--- config.mk ---
export PLATFORM = sky130hd
export DESIGN_NAME = bounded_bag_stack_flat
export DESIGN_NICKNAME = d
export VERILOG_FILES = /design/src/design/bbs_pkg.sv /design/src/design/bbs_in_if.sv /design/src/design/bbs_out_if.sv /design/src/design/bounded_bag_stack.sv /design/src/flat_wrapper.sv
export SDC_FILE = /design/constraint.sdc
export NUM_CORES = 2
export LEC_CHECK = 0
export ABC_AREA = 1
export ABC_CLOCK_PERIOD_IN_PS = 20100
export BUFFER_PORTS_ARGS = -buffer_cell sky130_fd_sc_hd__buf_2
export CAP_MARGIN = 5
export CELL_PAD_IN_SITES_DETAIL_PLACEMENT = 0
export CELL_PAD_IN_SITES_GLOBAL_PLACEMENT = 1
export CORE_MARGIN = 2
export CORE_UTILIZATION = 45
export CTS_CLUSTER_SIZE = 14
export DETAILED_ROUTE_END_ITERATION = 7
export GPL_ROUTABILITY_DRIVEN = 1
export GPL_TIMING_DRIVEN = 0
export PLACE_DENSITY_LB_ADDON = 0.1
export SLEW_MARGIN = 20
export SYNTH_ARGS = -nofsm -noshare
export SYNTH_HDL_FRONTEND = slang
export SYNTH_SLANG_ARGS = --single-unit
--- constraint.sdc ---
create_clock -name clk_i -period 20.1 [get_ports clk_i]
set_clock_uncertainty 0.1 [all_clocks]
set_input_delay 1.005 -clock clk_i [delete_from_list [all_inputs] [get_ports clk_i]]
set_output_delay 1.005 -clock clk_i [all_outputs]
set_load 0.1 [all_outputs]
--- src/design/bbs_pkg.sv ---
// Package for the bounded bag/stack block.
// Holds the action and status codes and the fixed widths of the channel fields.
// No dependencies.
package bbs_pkg;

  // Fixed widths of the beat fields.
  localparam int ActionW = 3;
  localparam int DataW   = 32;
  localparam int StatusW = 2;
  localparam int FillW   = 8;

  // Requested operation carried by an input beat.
  typedef enum logic [ActionW-1:0] {
    ActPush     = 3'd0,
    ActContains = 3'd1,
    ActRemove   = 3'd2,
    ActTop      = 3'd3,
    ActPop      = 3'd4
  } action_e;

  // Status reported with every result beat.
  typedef enum logic [StatusW-1:0] {
    StOk    = 2'd0,
    StFull  = 2'd1,
    StEmpty = 2'd2
  } status_e;

endpackage

--- src/design/bbs_in_if.sv ---
// Input channel of the bounded bag/stack: valid/ready plus action and value.
// Depends on bbs_pkg for the field widths.
interface bbs_in_if;
  logic                              valid;
  logic                              ready;
  logic        [bbs_pkg::ActionW-1:0] action;
  logic signed [bbs_pkg::DataW-1:0]   value;

  modport source (output valid, output action, output value, input ready);
  modport sink   (input valid, input action, input value, output ready);
endinterface

--- src/design/bbs_out_if.sv ---
// Result channel of the bounded bag/stack: valid/ready plus the result fields.
// Depends on bbs_pkg for the field widths.
interface bbs_out_if;
  logic                               valid;
  logic                               ready;
  logic        [bbs_pkg::StatusW-1:0] status;
  logic                               found;
  logic signed [bbs_pkg::DataW-1:0]   data;
  logic        [bbs_pkg::FillW-1:0]   fill_count;
  logic                               is_empty;

  modport source (output valid, output status, output found, output data,
                  output fill_count, output is_empty, input ready);
  modport sink   (input valid, input status, input found, input data,
                  input fill_count, input is_empty, output ready);
endinterface

--- src/design/bounded_bag_stack.sv ---
// Bounded bag/stack: CAPACITY entries of 32 bits held in one synchronous memory with one
// write port and one read port. Every input beat yields exactly one result beat. Push, pop,
// unknown actions and full/empty cases go from the execute state to the result state; top
// first passes a wait state for its read. Contains and remove walk the held entries through
// the memory read port one entry per cycle: remove scans up to the first match and
// then moves each later entry down one place, reading one entry and writing the one
// before it in the same cycle. One item is worked on at a time; a new beat is taken while
// the previous result still waits in the output register. The memory needs no clearing.
// Depends on bbs_pkg, bbs_in_if and bbs_out_if.
module bounded_bag_stack #(
  parameter int CAPACITY = 128
) (
  input  logic      clk_i,
  input  logic      rst_ni,
  bbs_in_if.sink    item_i,
  bbs_out_if.source result_o
);

  localparam int IdxW  = (CAPACITY > 1) ? $clog2(CAPACITY) : 1;
  localparam int CntW  = $clog2(CAPACITY + 1);
  localparam int DataW = bbs_pkg::DataW;
  localparam int FillW = bbs_pkg::FillW;

  typedef enum logic [2:0] {
    StIdle,
    StExec,
    StTopWait,
    StScan,
    StShift,
    StResp
  } state_e;

  state_e state_q;

  // Control state.
  logic [CntW-1:0] count_q;
  logic [IdxW-1:0] idx_q;
  logic            out_valid_q;

  // Item and pending result payload.
  logic [bbs_pkg::ActionW-1:0] act_q;
  logic [DataW-1:0]            val_q;
  bbs_pkg::status_e            res_status_q;
  logic                        res_found_q;
  logic [DataW-1:0]            res_data_q;

  // Output register payload.
  logic [bbs_pkg::StatusW-1:0] out_status_q;
  logic                        out_found_q;
  logic [DataW-1:0]            out_data_q;
  logic [FillW-1:0]            out_fill_q;
  logic                        out_empty_q;

  // Entry memory and its ports.
  logic [DataW-1:0] mem_q [CAPACITY];
  logic [DataW-1:0] rdata_q;
  logic             mem_re;
  logic [IdxW-1:0]  mem_raddr;
  logic             mem_we;
  logic [IdxW-1:0]  mem_waddr;
  logic [DataW-1:0] mem_wdata;

  // Derived control values.
  logic [CntW-1:0] idx_nx;
  logic [CntW-1:0] count_m1;
  logic [IdxW-1:0] idx_nx_addr;
  logic [IdxW-1:0] idx_m1_addr;
  logic [IdxW-1:0] top_addr;
  logic [IdxW-1:0] tail_addr;
  logic            has_next;
  logic            is_full;
  logic            is_zero;
  logic            match;
  logic            out_free;
  logic            item_fire;

  assign idx_nx      = CntW'(idx_q) + CntW'(1);
  assign count_m1    = count_q - CntW'(1);
  assign idx_nx_addr = idx_nx[IdxW-1:0];
  assign idx_m1_addr = idx_q - IdxW'(1);
  assign top_addr    = count_m1[IdxW-1:0];
  assign tail_addr   = count_q[IdxW-1:0];
  assign has_next    = idx_nx < count_q;
  assign is_full     = count_q == CntW'(CAPACITY);
  assign is_zero     = count_q == '0;
  assign match       = rdata_q == val_q;
  assign out_free    = !out_valid_q || result_o.ready;

  assign item_i.ready = state_q == StIdle;
  assign item_fire    = item_i.valid && item_i.ready;

  // Memory port control for each phase of the work.
  always_comb begin
    mem_re    = 1'b0;
    mem_raddr = idx_nx_addr;
    mem_we    = 1'b0;
    mem_waddr = tail_addr;
    mem_wdata = val_q;
    case (state_q)
      StExec: begin
        case (act_q)
          bbs_pkg::ActPush: begin
            mem_we = !is_full;
          end
          bbs_pkg::ActContains, bbs_pkg::ActRemove: begin
            mem_re    = !is_zero;
            mem_raddr = '0;
          end
          bbs_pkg::ActTop: begin
            mem_re    = !is_zero;
            mem_raddr = top_addr;
          end
          default: ;
        endcase
      end
      StScan: begin
        mem_re = has_next;
      end
      StShift: begin
        mem_we    = 1'b1;
        mem_waddr = idx_m1_addr;
        mem_wdata = rdata_q;
        mem_re    = has_next;
      end
      default: ;
    endcase
  end

  // Entry memory: one write and one registered read per cycle.
  always_ff @(posedge clk_i) begin
    if (mem_we) begin
      mem_q[mem_waddr] <= mem_wdata;
    end
    if (mem_re) begin
      rdata_q <= mem_q[mem_raddr];
    end
  end

  // Sequencer: state, fill count, scan index and output valid.
  always_ff @(posedge clk_i or negedge rst_ni) begin
    if (!rst_ni) begin
      state_q     <= StIdle;
      count_q     <= '0;
      idx_q       <= '0;
      out_valid_q <= 1'b0;
    end else begin
      // The output valid is set when a result is loaded and cleared when it is taken.
      if (state_q == StResp && out_free) begin
        out_valid_q <= 1'b1;
      end else if (result_o.ready) begin
        out_valid_q <= 1'b0;
      end
      case (state_q)
        StIdle: begin
          if (item_fire) begin
            state_q <= StExec;
          end
        end
        StExec: begin
          idx_q   <= '0;
          state_q <= StResp;
          case (act_q)
            bbs_pkg::ActPush: begin
              if (!is_full) begin
                count_q <= count_q + CntW'(1);
              end
            end
            bbs_pkg::ActContains, bbs_pkg::ActRemove: begin
              if (!is_zero) begin
                state_q <= StScan;
              end
            end
            bbs_pkg::ActTop: begin
              if (!is_zero) begin
                state_q <= StTopWait;
              end
            end
            bbs_pkg::ActPop: begin
              if (!is_zero) begin
                count_q <= count_m1;
              end
            end
            default: ;
          endcase
        end
        StTopWait: begin
          state_q <= StResp;
        end
        StScan: begin
          if (match) begin
            if (act_q == bbs_pkg::ActRemove && has_next) begin
              idx_q   <= idx_nx_addr;
              state_q <= StShift;
            end else begin
              if (act_q == bbs_pkg::ActRemove) begin
                count_q <= count_m1;
              end
              state_q <= StResp;
            end
          end else if (has_next) begin
            idx_q <= idx_nx_addr;
          end else begin
            state_q <= StResp;
          end
        end
        StShift: begin
          if (has_next) begin
            idx_q <= idx_nx_addr;
          end else begin
            count_q <= count_m1;
            state_q <= StResp;
          end
        end
        StResp: begin
          if (out_free) begin
            state_q <= StIdle;
          end
        end
        default: begin
          state_q <= StIdle;
        end
      endcase
    end
  end

  // Item capture, pending result fields and the output register.
  always_ff @(posedge clk_i) begin
    if (item_fire) begin
      act_q <= item_i.action;
      val_q <= item_i.value;
    end
    case (state_q)
      StExec: begin
        res_status_q <= bbs_pkg::StOk;
        res_found_q  <= 1'b0;
        res_data_q   <= '0;
        if (act_q == bbs_pkg::ActPush && is_full) begin
          res_status_q <= bbs_pkg::StFull;
        end
        if ((act_q == bbs_pkg::ActTop || act_q == bbs_pkg::ActPop) && is_zero) begin
          res_status_q <= bbs_pkg::StEmpty;
        end
      end
      StTopWait: begin
        res_data_q <= rdata_q;
      end
      StScan: begin
        if (match) begin
          res_found_q <= 1'b1;
          if (act_q == bbs_pkg::ActContains) begin
            res_data_q <= rdata_q;
          end
        end
      end
      StResp: begin
        if (out_free) begin
          out_status_q <= res_status_q;
          out_found_q  <= res_found_q;
          out_data_q   <= res_data_q;
          out_fill_q   <= FillW'(count_q);
          out_empty_q  <= is_zero;
        end
      end
      default: ;
    endcase
  end

  assign result_o.valid      = out_valid_q;
  assign result_o.status     = out_status_q;
  assign result_o.found      = out_found_q;
  assign result_o.data       = out_data_q;
  assign result_o.fill_count = out_fill_q;
  assign result_o.is_empty   = out_empty_q;

endmodule
--- src/flat_wrapper.sv ---
// flat-port wrapper written by rule: the top's interface ports become plain ports
module bounded_bag_stack_flat 
#(
  parameter int CAPACITY = 128
)
  (clk_i, rst_ni, item_i_valid, item_i_action, item_i_value, item_i_ready, result_o_valid, result_o_status, result_o_found, result_o_data, result_o_fill_count, result_o_is_empty, result_o_ready);
  bbs_in_if item_i_i ();
  bbs_out_if result_o_i ();
  input  logic clk_i;
  input  logic rst_ni;
  input wire logic [$bits(item_i_i.valid)-1:0] item_i_valid;
  input wire logic [$bits(item_i_i.action)-1:0] item_i_action;
  input wire logic [$bits(item_i_i.value)-1:0] item_i_value;
  output wire logic [$bits(item_i_i.ready)-1:0] item_i_ready;
  output wire logic [$bits(result_o_i.valid)-1:0] result_o_valid;
  output wire logic [$bits(result_o_i.status)-1:0] result_o_status;
  output wire logic [$bits(result_o_i.found)-1:0] result_o_found;
  output wire logic [$bits(result_o_i.data)-1:0] result_o_data;
  output wire logic [$bits(result_o_i.fill_count)-1:0] result_o_fill_count;
  output wire logic [$bits(result_o_i.is_empty)-1:0] result_o_is_empty;
  input wire logic [$bits(result_o_i.ready)-1:0] result_o_ready;
  assign item_i_i.valid = item_i_valid;
  assign item_i_i.action = item_i_action;
  assign item_i_i.value = item_i_value;
  assign item_i_ready = item_i_i.ready;
  assign result_o_valid = result_o_i.valid;
  assign result_o_status = result_o_i.status;
  assign result_o_found = result_o_i.found;
  assign result_o_data = result_o_i.data;
  assign result_o_fill_count = result_o_i.fill_count;
  assign result_o_is_empty = result_o_i.is_empty;
  assign result_o_i.ready = result_o_ready;
  bounded_bag_stack #(.CAPACITY(CAPACITY)) u_core (.clk_i(clk_i), .rst_ni(rst_ni), .item_i(item_i_i), .result_o(result_o_i));
endmodule
Word level (Yosys, flattened, before mapping)
Memories as Yosys holds them, arrays and structs flattened. A register that Yosys moved wholly into a read port is not among the register bits.
Index checks and enable logic that the tools add are counted.
- flip-flop bits (word level): 133
- bits in writable memories: 4096
- output and inout bits: 46
- memories: 1
- memories (name ; words ; width ; read ports ; clocked after Yosys merged registers in ; write ports ; RTL line ; text):
    u_core.mem_q ; 128 ; 32 ; 1 ; 1 ; 1 ; bounded_bag_stack.sv:55 ; logic [DataW-1:0] mem_q [CAPACITY];
- add/sub/neg operators: 4
- order comparisons: 1
- eq/ne operators: 22
- muxes and demuxes: 39
- reduce and logical (&&, ||, !) cells: 26
- operator list (kind ; number):
    $mux 32 ; 3
    $pmux 32 s3 ; 1
    $mux 8 ; 6
    $mux 7 ; 5
    $eq 32x32->1 ; 1
    $pmux 8 s3 ; 1
    $pmux 7 s3 ; 1
    $mux 3 ; 6
    $pmux 3 s6 ; 1
    $pmux 8 s2 ; 1
    $pmux 7 s2 ; 1
    $eq 3x2->1 const B ; 4
    $eq 3x3->1 const B ; 3
    $mux 1 ; 9
    $ne 3x3->1 const B ; 3
    $add 7x1->8 const B ; 1
    $add 8x1->8 const B ; 1
    $eq 8x8->1 const B ; 1
    $logic_not 8->1 ; 1
    $lt 8x8->1 ; 1
    $ne 2x1->1 const B ; 4
    $reduce_and 2->1 ; 4
    $reduce_and 8->1 ; 1
    $sub 8x1->8 const B ; 1
    15 further kinds ; 31

Longest topological paths before layout
- word-level depth: 6
- mapped depth: 17
- mapped depth without buffers: 16

Worst setup path before layout
OpenSTA, ideal clock, no wires.
- kind: register -> register
- start: register u_core.state_q[0]
- end: memory u_core.mem_q[0][0] (data pin)
- arrival: 6174 ps
- data required time: 18802 ps
- slack: 12628 ps
- cell stages (with the launch flop): 6
- period minus slack after synthesis: 7472 ps
- cells stage by stage: dfrtp_1 > nor2_1 > nand2_1 > clkbuf_1 > clkbuf_1 > o21ai_0
- word-level cells in the longest chain between the ends: 2
- RTL lines (what ; RTL line ; text):
    from (decl) ; bounded_bag_stack.sv:33 ; state_e state_q;
    from (signal assigned) ; bounded_bag_stack.sv:142 ; state_q <= StIdle;
    from (signal assigned) ; bounded_bag_stack.sv:156 ; state_q <= StExec;
    from (signal assigned) ; bounded_bag_stack.sv:161 ; state_q <= StResp;
    $eq 3x3->1 ; bounded_bag_stack.sv:99 ; case (state_q)
    $mux 32 ; bounded_bag_stack.sv:99 ;
    net u_core.mem_wdata[0] ; bounded_bag_stack.sv:61 ; logic [DataW-1:0] mem_wdata;
    to (decl) ; bounded_bag_stack.sv:55 ;
The timed path passes the listed nets, and every way through them passes these cells.

Worst setup path in the final report
- start: register u_core.act_q[2] in the netlist's numbering
- end: register u_core.rdata_q[13] (read register of u_core.mem_q) (data pin)
- word-level cells in the longest chain between the ends: 4
- elaborated cells between the ends (all ways): 9
- classes of those cells: eq/ne: 3; mux: 4; reduce/logical: 2
- RTL lines (what ; RTL line ; text):
    from (decl) ; bounded_bag_stack.sv:41 ; logic [bbs_pkg::ActionW-1:0] act_q;
    from (signal assigned) ; bounded_bag_stack.sv:229 ; act_q <= item_i.action;
    $eq 3x1->1 or $eq 3x2->1 (tied branches) ; bounded_bag_stack.sv:101 ; case (act_q)
    $reduce_or 3->1 (no source line) or $reduce_or 2->1 (tied branches) ; n/a ;
    $mux 1 or $pmux 7 s2 (tied branches) ; n/a ;
    $pmux 1 s2 or $mux 7 (tied branches) ; bounded_bag_stack.sv:99 ;
    to (decl) ; bounded_bag_stack.sv:56 ; logic [DataW-1:0] rdata_q;
Parallel ways exist; a longest one is shown, timed or not.
A chain may end at the register's enable or synchronous reset.

==> metrics.yaml <==
grt:
  antenna_found_initial: 60
  grt_pass1_vias: 114000
  grt_max_degree: 36
  grt_pass1_wl_um: 900000
  grt_overflow_total: 0
  grt_usage: 0.332
setup_path:
  cpPeakStageDelay_ps: 870
  critPathLaunchType: "register"
  crit_fanout: 10
  crit_arrival_ps: 6820
  cp_slowest_cell: "nand3_1"
  r2r-start: "u_core.act_q[2]"
  crit_type: "reg2reg"
  crit_required_ps: 20860
  cp_common_cell: "nand3_1"
  rrSetupSlack_ps: 14040
  crit_chain: "nor2_1 > nand3_2 > nand2_2 > buf_2 > buf_2 > nand2_1 > nand3_1 > nand3_1 > nand3_1 > nand3_1 > nand3_1 > nand3_1 > nand2_1"
  critPathCaptureType: "register"
  crit_start: "u_core.act_q[2]"
  reg2reg_depth: 13
  r2r_end: "u_core.rdata_q[13]"
timing:
  slew_headroom: 0.148
  layout_min_cycle_time_ps: 6060
  report.final.slew_viol_count: 0
  finalSetupViolations: 0
  worst_pin_slew_ps: 1280
  fin_crit_sh: 0.301
  rsz0062_at_grt: "no"
  hold_violations: 0
  fmax_mhz: 165
  tns_ps: 0
  whs_ps: 48.3
floorplan:
  dieWidth_um: 622
  core_um2: 379000
  die_h_um: 622
  fp-row-count: 226
  die_area_um2: 387000
  initial_core_util: 0.453
  io-pin-count: 85
outcome:
  status: "complete, but fails checks"
  violations: "design-rule violations"
synthesis:
  ys_warn_count: 0
  yosysMostFrequentCell: "nand3_1"
  synth_edf_count: 4242
  seq_area_frac_synth: 0.744
  netlist_area_um2: 172000
  ys_top_cells_by_count: "nand3_1, edfxtp_1, nand2_1"
  synthCells: 14000
  syn_nets: 14100
  synth_top_area_frac: 0.741
  syn_avg_cell_area_um2: 12.2
  ys_async_sr_fraction: 0.00446
  synthTopCellsByArea: "edfxtp_1, nand3_1, nand2_1, buf_2, clkbuf_1"
  ys.flop_type: "edfxtp_1"
  synth_top_area_cell: "edfxtp_1"
  ys_types: 36
  synth_seq_cells: 4261
power:
  power_leakage_nw: 71.3
  power.total_w: 0.0334
  ir_drop_mv: 0.160
  power_density_nw_per_um2: 164
clock_network:
  cts_resized: 0
  cts-root-buf: "clkbuf_16"
  holdBufCountCts: 5
  cts_tree: "done"
  cts_buffers: 454
  clkLatencyLatePin_ps: 1050
  cts.reportedPaths.clkPinSlew_ps: 70
  cts_setup_buffers: 0
  cts.sinks: 4261
  cts.path.max_buffers: 4
  h-tree-depth: 5
worst_hold_path:
  hold_path.class: "in2reg"
  holdCritStartpoint: "item_i_value[6]"
  min_delay_path_depth: 1
  min_to: "u_core.val_q[6]"
placement:
  numPortBuffers: 84
  gp_congestion: 0.948
  dp_hpwl_um: 484000
finish:
  final_nets: 15000
  final.fill_count: 31900
  syn2layout_area_growth_pct: 18.3
  drive_above_1_share: 0.128
routing:
  num_vias: 123000
  viasPerCell: 6.01
  drc_errors: 5
  wl_per_cell_um: 32.3
  ant_nets: 0
  drt_pass1_iterations: 8
  routed_wl_um: 659000
  drtIter0Drc: 17400
job:
  cap_violations: 0
==> final cells by class <==
cell class / instances / area, µm² / share of cell area
flip-flops and latches: 4261 / 128000 / 0.629
multi-input cells: 8729 / 40300 / 0.198
clock buffers: 561 / 12000 / 0.0590
repair buffers: 448 / 9190 / 0.0452
well taps: 5016 / 6280 / 0.0309
plain buffers: 965 / 4710 / 0.0232
clock inverters: 279 / 2430 / 0.0119
inverters: 94 / 358 / 0.00176
diodes: 39 / 97.6 / 0.000480
==> stage by stage <==
stage | instance area [µm²] | instances | setup slack, ps | util
after floorplan | 172000 | 14000 | 12630 | -
after global placement | 179000 | 19100 | -307 | 0.470
after detailed placement | 189000 | 19500 | 14540 | 0.497
after CTS | 203000 | 20400 | 14560 | 0.535
after global routing | 203000 | 20400 | 14290 | 0.535
final | 203000 | 20400 | 14040 | 0.536
==> worst max path at each step <==
stage	end	slack, ps	depth (start not counted)
6_report	u_core.rdata_q[13]	14040	13
3_3_place_gp	u_core.mem_q[50][13]	-310	5
4_1_cts	u_core.rdata_q[13]	14560	13
2_1_floorplan	u_core.mem_q[0][0]	12630	5
3_5_place_dp	u_core.rdata_q[13]	14540	13
5_1_grt	u_core.rdata_q[13]	14290	14
==> metal layers <==
| layer | vias up | routed length, µm | global-route usage |
|---|---|---|---|
| met5 | - | 207 | 0 |
| met4 | 32 | 38100 | 0.169 |
| met3 | 1226 | 69100 | 0.0729 |
| met2 | 7073 | 297000 | 0.513 |
| met1 | 61600 | 255000 | 0.444 |
| li1 | 52600 | - | - |
==> logic make-up after synthesis <==
family,after synthesis,synth area share
XOR/XNOR,43,0.00219
adder cells (fa/ha/maj),12,0.000874
AO/OA/AOI/OAI,90,0.00280
buffers and inverters,1059,0.0293
flip-flops,4261,0.744
multiplexers,1,0.0000583
AND/OR/NAND/NOR,8583,0.221
==> flip-flops by register name, summed over array words and instances (netlist names), 2 cells and up <==
name and count:
u_core.mem_q 4096, u_core.rdata_q 32, u_core.res_data_q 32, u_core.result_o.data 32
u_core.val_q 32, u_core.count_q 8, u_core.result_o.fill_count 8, u_core.idx_q 7
u_core.act_q 3, u_core.state_q 3, u_core.res_status_q 2, u_core.result_o.status 2
==> worst max-delay path: cells and delay by family, from the launching register on <==
family,cells,cell delay [ps]
buffers and inverters,2,1170
flip-flops,1,500
AND/OR/NAND/NOR,11,4070
==> report_power, final <==
group	total (W)	switching (W)	internal, W
combinational	0.0136	0.0101	0.00346
sequential	0.0116	0.000121	0.0114
clock	0.00825	0.00355	0.00470
total	0.0334	0.0138	0.0196
==> layout by cell type, fill, tap and decap left out, types with 78 or more instances in the layout <==
master     instances
buf_12           132
nand2_1         3857
nand3_1         4465
nor2_1            89
buf_16           216
clkbuf_1         312
nor2_4           130
clkbuf_16        465
clkinv_1         116
clkinv_2          94
buf_4             78
edfxtp_1        4242
inv_1             89
buf_2            679
Power figures use the tool's default switching activity.
